[config.mk]
export PLATFORM = sky130hd
export DESIGN_NAME = serial_command_frame_receiver_unit
export DESIGN_NICKNAME = d
export VERILOG_FILES = /design/src/rtl/core/scfr_pkg.sv /design/src/rtl/core/serial_command_frame_receiver_unit.sv
export SDC_FILE = /design/constraint.sdc
export NUM_CORES = 1
export LEC_CHECK = 0
export BUFFER_PORTS_ARGS = -buffer_cell sky130_fd_sc_hd__buf_2
export CAP_MARGIN = 10
export CELL_PAD_IN_SITES_DETAIL_PLACEMENT = 0
export CELL_PAD_IN_SITES_GLOBAL_PLACEMENT = 1
export CORE_MARGIN = 2
export CORE_UTILIZATION = 39
export CTS_CLUSTER_DIAMETER = 80
export DETAILED_ROUTE_END_ITERATION = 8
export GPL_ROUTABILITY_DRIVEN = 0
export PLACE_DENSITY_LB_ADDON = 0.1
export SLEW_MARGIN = 30
export SYNTH_ARGS = -nofsm -noshare
export SYNTH_HDL_FRONTEND = slang
export SYNTH_SLANG_ARGS = --single-unit
[constraint.sdc]
create_clock -name clk -period 5.6 [get_ports clk]
set_input_delay 0 -clock clk [delete_from_list [all_inputs] [get_ports clk]]
set_output_delay 0 -clock clk [all_outputs]
set_load 0.01 [all_outputs]
[src/rtl/core/scfr_pkg.sv]
package scfr_pkg;

  // Frame layout: head0, head1, command, pitch, checksum, tail
  localparam int unsigned WIN_LEN = 5;
  localparam int unsigned FILL_W  = $clog2(WIN_LEN + 1);

  localparam logic [7:0] HEAD0 = 8'hFF;
  localparam logic [7:0] HEAD1 = 8'hFE;
  localparam logic [7:0] TAIL  = 8'hA5;

  // Window positions, oldest first
  localparam int unsigned POS_HEAD0 = 0;
  localparam int unsigned POS_HEAD1 = 1;
  localparam int unsigned POS_CMD   = 2;
  localparam int unsigned POS_PITCH = 3;
  localparam int unsigned POS_SUM   = 4;

  // Command codes
  localparam logic [7:0] CMD_LINK_OPEN  = 8'd0;
  localparam logic [7:0] CMD_LINK_CLOSE = 8'd1;
  localparam logic [7:0] CMD_ARMOR      = 8'd2;
  localparam logic [7:0] CMD_BIG_RUNE   = 8'd3;
  localparam logic [7:0] CMD_SMALL_RUNE = 8'd4;

  typedef enum logic [1:0] {
    MODE_ARMOR      = 2'd0,
    MODE_BIG_RUNE   = 2'd1,
    MODE_SMALL_RUNE = 2'd2
  } mode_t;

  typedef logic [7:0] byte_t;

endpackage

[src/rtl/core/serial_command_frame_receiver_unit.sv]
// A frame's result is registered: out_valid rises in the cycle after its tail beat is accepted.
// Throughput: one byte beat per cycle; in_ready drops only while an unread result
// stalls in the output register.
// Reset (rst_n low, synchronous): empties the byte window, closes the link,
// selects armor mode and clears the output register's valid flag.
module serial_command_frame_receiver_unit
  import scfr_pkg::*;
(
  input  logic              clk,
  input  logic              rst_n,
  input  logic              in_valid,
  output logic              in_ready,
  input  logic [7:0]        in_rx_byte,
  output logic              out_valid,
  input  logic              out_ready,
  output logic              out_link_open,
  output logic [1:0]        out_vision_mode,
  output logic signed [7:0] out_pitch_quarter_deg,
  output logic [7:0]        out_command_code,
  output logic              out_unknown_command
);

  byte_t              win_r [WIN_LEN];
  logic [FILL_W-1:0]  fill_r, fill_nxt;
  logic               link_r, link_nxt;
  mode_t              mode_r, mode_nxt;
  logic               unknown_nxt;

  logic               out_valid_r, out_valid_nxt;
  logic               out_link_r;
  mode_t              out_mode_r;
  byte_t              out_pitch_r;
  byte_t              out_cmd_r;
  logic               out_unknown_r;

  logic               accept;
  logic               frame_hit;
  byte_t              sum;

  // Accept while the result register is empty or being drained
  assign in_ready = !out_valid_r || out_ready;
  assign accept   = in_valid && in_ready;

  // Check a full window's head and checksum, and the incoming beat as tail
  assign sum       = win_r[POS_CMD] + win_r[POS_PITCH];
  assign frame_hit = (fill_r == FILL_W'(WIN_LEN)) && (win_r[POS_HEAD0] == HEAD0) &&
                     (win_r[POS_HEAD1] == HEAD1) && (in_rx_byte == TAIL) &&
                     (sum == win_r[POS_SUM]);

  // Decode the command into the new settings
  always_comb begin
    link_nxt    = link_r;
    mode_nxt    = mode_r;
    unknown_nxt = 1'b0;
    unique case (win_r[POS_CMD])
      CMD_LINK_OPEN:  link_nxt = 1'b1;
      CMD_LINK_CLOSE: link_nxt = 1'b0;
      CMD_ARMOR:      mode_nxt = MODE_ARMOR;
      CMD_BIG_RUNE:   mode_nxt = MODE_BIG_RUNE;
      CMD_SMALL_RUNE: mode_nxt = MODE_SMALL_RUNE;
      default:        unknown_nxt = 1'b1;
    endcase
  end

  // Restart the hunt after a frame, else count up to a full window
  always_comb begin
    fill_nxt = fill_r;
    if (accept) begin
      if (frame_hit) begin
        fill_nxt = '0;
      end else if (fill_r != FILL_W'(WIN_LEN)) begin
        fill_nxt = fill_r + FILL_W'(1);
      end
    end
  end

  // Hold a result until taken, load a new one on a frame
  always_comb begin
    out_valid_nxt = out_valid_r;
    if (out_ready) begin
      out_valid_nxt = 1'b0;
    end
    if (accept && frame_hit) begin
      out_valid_nxt = 1'b1;
    end
  end

  // Control state
  always_ff @(posedge clk) begin
    if (!rst_n) begin
      fill_r      <= '0;
      link_r      <= 1'b0;
      mode_r      <= MODE_ARMOR;
      out_valid_r <= 1'b0;
    end else begin
      fill_r      <= fill_nxt;
      out_valid_r <= out_valid_nxt;
      if (accept && frame_hit) begin
        link_r <= link_nxt;
        mode_r <= mode_nxt;
      end
    end
  end

  // Shift the beat in at the young end; only a full window is ever matched
  always_ff @(posedge clk) begin
    if (accept && !frame_hit) begin
      for (int i = 0; i < WIN_LEN - 1; i++) begin
        win_r[i] <= win_r[i + 1];
      end
      win_r[WIN_LEN - 1] <= in_rx_byte;
    end
  end

  // Result payload
  always_ff @(posedge clk) begin
    if (accept && frame_hit) begin
      out_link_r    <= link_nxt;
      out_mode_r    <= mode_nxt;
      out_pitch_r   <= win_r[POS_PITCH];
      out_cmd_r     <= win_r[POS_CMD];
      out_unknown_r <= unknown_nxt;
    end
  end

  assign out_valid             = out_valid_r;
  assign out_link_open         = out_link_r;
  assign out_vision_mode       = out_mode_r;
  assign out_pitch_quarter_deg = $signed(out_pitch_r);
  assign out_command_code      = out_cmd_r;
  assign out_unknown_command   = out_unknown_r;

`ifndef SYNTHESIS
  a_fill_range : assert property (@(posedge clk) disable iff (!rst_n)
    fill_r <= FILL_W'(WIN_LEN))
    else $error("window fill beyond its length");

  a_hit_empties : assert property (@(posedge clk) disable iff (!rst_n)
    accept && frame_hit |=> fill_r == '0 && out_valid_r)
    else $error("frame did not restart the hunt or raise a result");

  a_miss_counts : assert property (@(posedge clk) disable iff (!rst_n)
    accept && !frame_hit && fill_r != FILL_W'(WIN_LEN) |=> fill_r == $past(fill_r) + 1'b1)
    else $error("window fill did not advance");

  a_unknown_flag : assert property (@(posedge clk) disable iff (!rst_n)
    out_valid_r |-> out_unknown_r == (out_cmd_r > CMD_SMALL_RUNE))
    else $error("unknown command flag disagrees with command code");

  a_no_hit_short : assert property (@(posedge clk) disable iff (!rst_n)
    fill_r != FILL_W'(WIN_LEN) |-> !frame_hit)
    else $error("frame matched on a short window");
`endif

endmodule
# Word-level counts from Yosys, hierarchy flattened
# Memory sizes are Yosys's and may differ from the RTL's.
# Index checks and enable logic that the tools add are counted.
word_totals:
  reg_bits: 27
  ram_bits: 40
  word_cells: 46
  mem_count: 1
memory_table:
  columns: ["name", "words", "width", "read_ports", "rd_ports_with_merged_regs", "wr", "line", "source"]
  rows:
  - ["win_r", 5, 8, 5, 0, 5, "serial_command_frame_receiver_unit.sv:23", "byte_t win_r [WIN_LEN];"]
op_classes:
  add_sub_neg: 2
  eq_ne: 10
  n_mux: 9
  reduce_logical: 15
op_table:
  columns: ["op", "count"]
  rows:
  - ["8-bit == test (second input constant)", 3]
  - ["8-bit by 2-bit == test with 1-bit output (second input constant)", 2]
  - ["8-bit adder", 1]
  - ["8-bit by 1-bit == test with 1-bit output (second input constant)", 1]
  - ["8-bit by 3-bit == test with 1-bit output (second input constant)", 1]
  - ["8-bit == test", 1]
  - ["8-bit zero test", 1]
  - ["1-bit logical AND", 7]
  - ["3-bit 2-to-1 mux", 2]
  - ["2-bit case mux with 3 select lines", 1]
  - ["1-bit 2-to-1 mux", 5]
  - ["5-bit OR reduction", 1]
  - ["2-bit nonzero test", 2]
  - ["3-bit by 1-bit adder with 3-bit output (second input constant)", 1]
  - ["3-bit == test (second input constant)", 1]
  - ["3-bit inequality test (second input constant)", 1]
  - ["1-bit zero test", 2]
  - ["1-bit case mux with 2 select lines", 1]
  - ["2-bit AND reduction", 1]
  - ["1-bit logical OR", 1]

# Longest topological paths before layout
logic_depth:
  word_depth: 9
  depth_mapped: 9
  depth_no_buf: 9

# Least setup slack after synthesis
# Ideal clock, no wire load.
synth_path:
  path_type: "register -> register"
  startpoint: "mem win_r[0][16] (netlist bit)"
  endpoint: "reg out_cmd_r[0], in the netlist out_command_code[0] (read register of win_r) (enable)"
  arrival_time_ps: 3788
  t_required_ps: 5152
  slack_ps: 1364
  path_stages_with_launch: 8
  path_buffers: 0
  synth_period_minus_slack_ps: 4236
  cell_sequence: "edfxtp_1 -> ha_1 -> fa_1 -> a211oi_1 -> o21bai_1 -> a21oi_1 -> xnor2_2 -> nor4_1"
synth_lines:
  columns: ["element", "line", "source"]
  rows:
  - ["start, declared", "serial_command_frame_receiver_unit.sv:23", null]
  - ["end, declared", "serial_command_frame_receiver_unit.sv:33", "byte_t out_cmd_r;"]

==> out/summary.md <==
• outcome: completed
• capturing point of the worst reg2reg path: out_valid
• most frequent standard cell in the layout excluding fill and tap cells: edfxtp_1
• capturing element type of the critical path: flip-flop
• I/O Pins: 34
• Seq cells post-synth: 67
• count of cells resized by post-cts repair: 0
• Period minus WS final: 3.61 ns
• commonest non-fill, non-tap cells in the layout: edfxtp_1, buf_2, a21oi_1
• Detailed Place HPWL: 3540 um
• async set-reset flop share out of synthesis: 0%
• clock tree root driver cell: clkbuf_8
• Lkg Pwr: 1.18 nW
• number of setup buffers added after CTS: 0
• fill cell instance count of the final layout: 577
• Crit. Startpoint: win_r[0][16]
• total of max-cap violations: 0
• total number of nets in the final design: 247
• Design Area, Final: 3280 um^2
• buffers from clock root to sink, at most: 2
• aggregate routed wire length: 4950 um
• core area: 6720 um^2
• wire length of the first global-routing pass: 8090 um
• Final Total Pwr: 0.00104 W
• largest driver fanout on the critical path: 7
• Worst Path Required: 5.87 ns
• global-route total usage across every layer: 14.7%
• number of port buffers: 33
• critical register-to-register path startpoint: win_r[0][16]
• die footprint: 7520 um^2
• Post-synth EDFFs: 60
• ratio of total power to cell area: 317 nW/um^2
• final max-slew violation count: 0
• Row Count: 30
• number of library cell types mapped by synthesis: 38
• cell count of the worst hold path: 3
• clock buffer count from CTS: 9
• post-synthesis cell area: 2670 um^2
• Seq/Total Area, Yosys: 72.7%
• clock tree skew after final layout: 0.00630 ns
• Initial Util: 39.7%
• vias in the first global route: 1,659
• normalized max-slew margin: 49.5%
• number of hold-slack violations in the final timing report: 0
• synthesized area per cell: 15.8 um^2
• CTS Sinks: 67
• worst setup path category: flip-flop to flip-flop
• Clock transition at path regs: 0.06 ns
• DRC violation total after the first TritonRoute iteration: 112
• crit-path cells: ha_1 > fa_1 > a211oi_1 > nor2_1 > xnor2_1 > or4_1 > nor4_2 > nand2_1 > a21oi_1 > dlygate4sd3_1
• overall via count from detail_route: 1,584
• hold bufs inserted after CTS: 11
• drt via density: 5.11
• number of nets in the synthesized netlist: 191
• cells on worst reg2reg path: 10
• startpoint of the lowest-slack hold path: out_ready
• placed standard-cell area: 2990 um^2
• clock latency reported for the late side of the worst-skew pair: 0.33 ns
• gr ovfl total: 0
• reg2reg setup slack: 1.99 ns
• pin count of the biggest net entering global routing: 26
• Warnings, synthesis: 0
• hold worst-path end: in_ready
• detailed-route DRC error count: 0
• deepest level of the CTS H-tree: 3
• share of final-layout standard cells stronger than drive strength 1: 23.0%
• number of diodes: 0
• DRT Pass-1 Iters: 4
• area growth from synthesis to layout: 22.7%
• vertical die dimension: 86.7 um
• Period Utilization, post-route: 64.5%
• achievable clock frequency: 277 MHz
• setup TNS after final layout: 0 ns
• maximum resistive drop on vdd: 0.192 mV
• Worst-Margin Slew: 0.752 ns
• setup repair after global routing missed its margin: no
• data arrival time of the worst path: 3.88 ns
• number of failing setup endpoints in the final timing report: 0
• cell with the biggest individual delay on the critical path: nor4_2
• number of cells produced by synthesis: 169
• pre-CTS setup slack: 2.13 ns
• number of antenna violations at the first check in global routing: 0
• Critical Path Max Stage Delay: 0.57 ns
• die boundary width: 86.7 um
• antenna viol nets, final: 0
• clock tree from TritonCTS: built
• critical path launch point type: flip-flop
• setup slack of the critical path after layout: 1.99 ns
• ys flop type: edfxtp_1
• final standard cell utilization of the core: 48.8%
• post-DR wirelength/cell: 16.0 um
• worst hold path type: primary input to output pin
==> cell type report <==
cell class | instances | area, um^2 | share of cell area (%)
clock buffers | 12 | 135 | 4.13
clock inverters | 4 | 41.3 | 1.26
multi-input cells | 98 | 736 | 22.5
well taps | 80 | 100 | 3.06
repair buffers | 46 | 310 | 9.47
flip-flops and latches | 67 | 1940 | 59.3
inverters | 3 | 11.3 | 0.344
==> how the worst max path moves through the flow <==
stage / endpoint / cells after the start
6_report: out_valid / 10
3_5_place_dp: win_r[0][11] / 9
2_1_floorplan: out_command_code[0] / 7
5_1_grt: out_valid / 10
4_1_cts: out_valid / 10
3_3_place_gp: out_command_code[6] / 8
==> flip-flops by register name, indices dropped and copies added, names as in the netlist, 2 cells and up <==
signal and cells:
out_command_code 8, fill_r 3, mode_r 2, win_r 40
out_pitch_quarter_deg 8, out_vision_mode 2
==> synth_stat cells, types with 4 or more instances <==
cell	number	area share [%]
xnor2_1	10	3.3
nand2_1	6	0.84
dfxtp_1	7	5.2
nor2_1	8	1.1
o21ai_1	5	0.94
ha_1	9	4.2
o21ai_0	4	0.75
a21oi_1	13	2.4
edfxtp_1	60	67
nor3_1	4	0.75
xor2_1	4	1.3
nand4_1	4	0.94
==> layer usage <==
layer  global-route usage, %  wire [um]
met1                    17.6       2130
met2                    24.0       2490
met3                    5.24        234
met4                    6.25        102
met5                       0          0
==> worst max-delay path: cells and delay by family, from the launching register on <==
| kind | cells | cell delay [ns] |
|---|---|---|
| AO/OA/AOI/OAI | 2 | 0.45 |
| XOR/XNOR | 1 | 0.14 |
| adder cells (fa/ha/maj) | 2 | 0.69 |
| buffers and inverters | 1 | 0.56 |
| flip-flops | 1 | 0.48 |
| AND/OR/NAND/NOR | 4 | 1.23 |
==> cell families after synthesis <==
logic type	synth area share [%]
compound gates	6.79
xor+xnor	5.20
fa+ha+maj	4.97
buf+inv	0.562
flops	72.7
simple gates	9.75
==> report_power, final <==
group | total, W | switching (W) | leakage [nW] | internal (W)
Clock | 0.000362 | 0.000160 | 0.0871 | 0.000202
Sequential | 0.000586 | 0.0000170 | 0.633 | 0.000569
Combinational | 0.0000919 | 0.0000490 | 0.456 | 0.0000429
==> stage by stage <==
stage	hold slack (ns)	cells
floorplan	0.0989	169
CTS	0.355	310
finish	0.359	310
global placement	0.188	282
global route	0.388	310
detailed placement	0.194	283
Power figures use the tool's default switching activity.
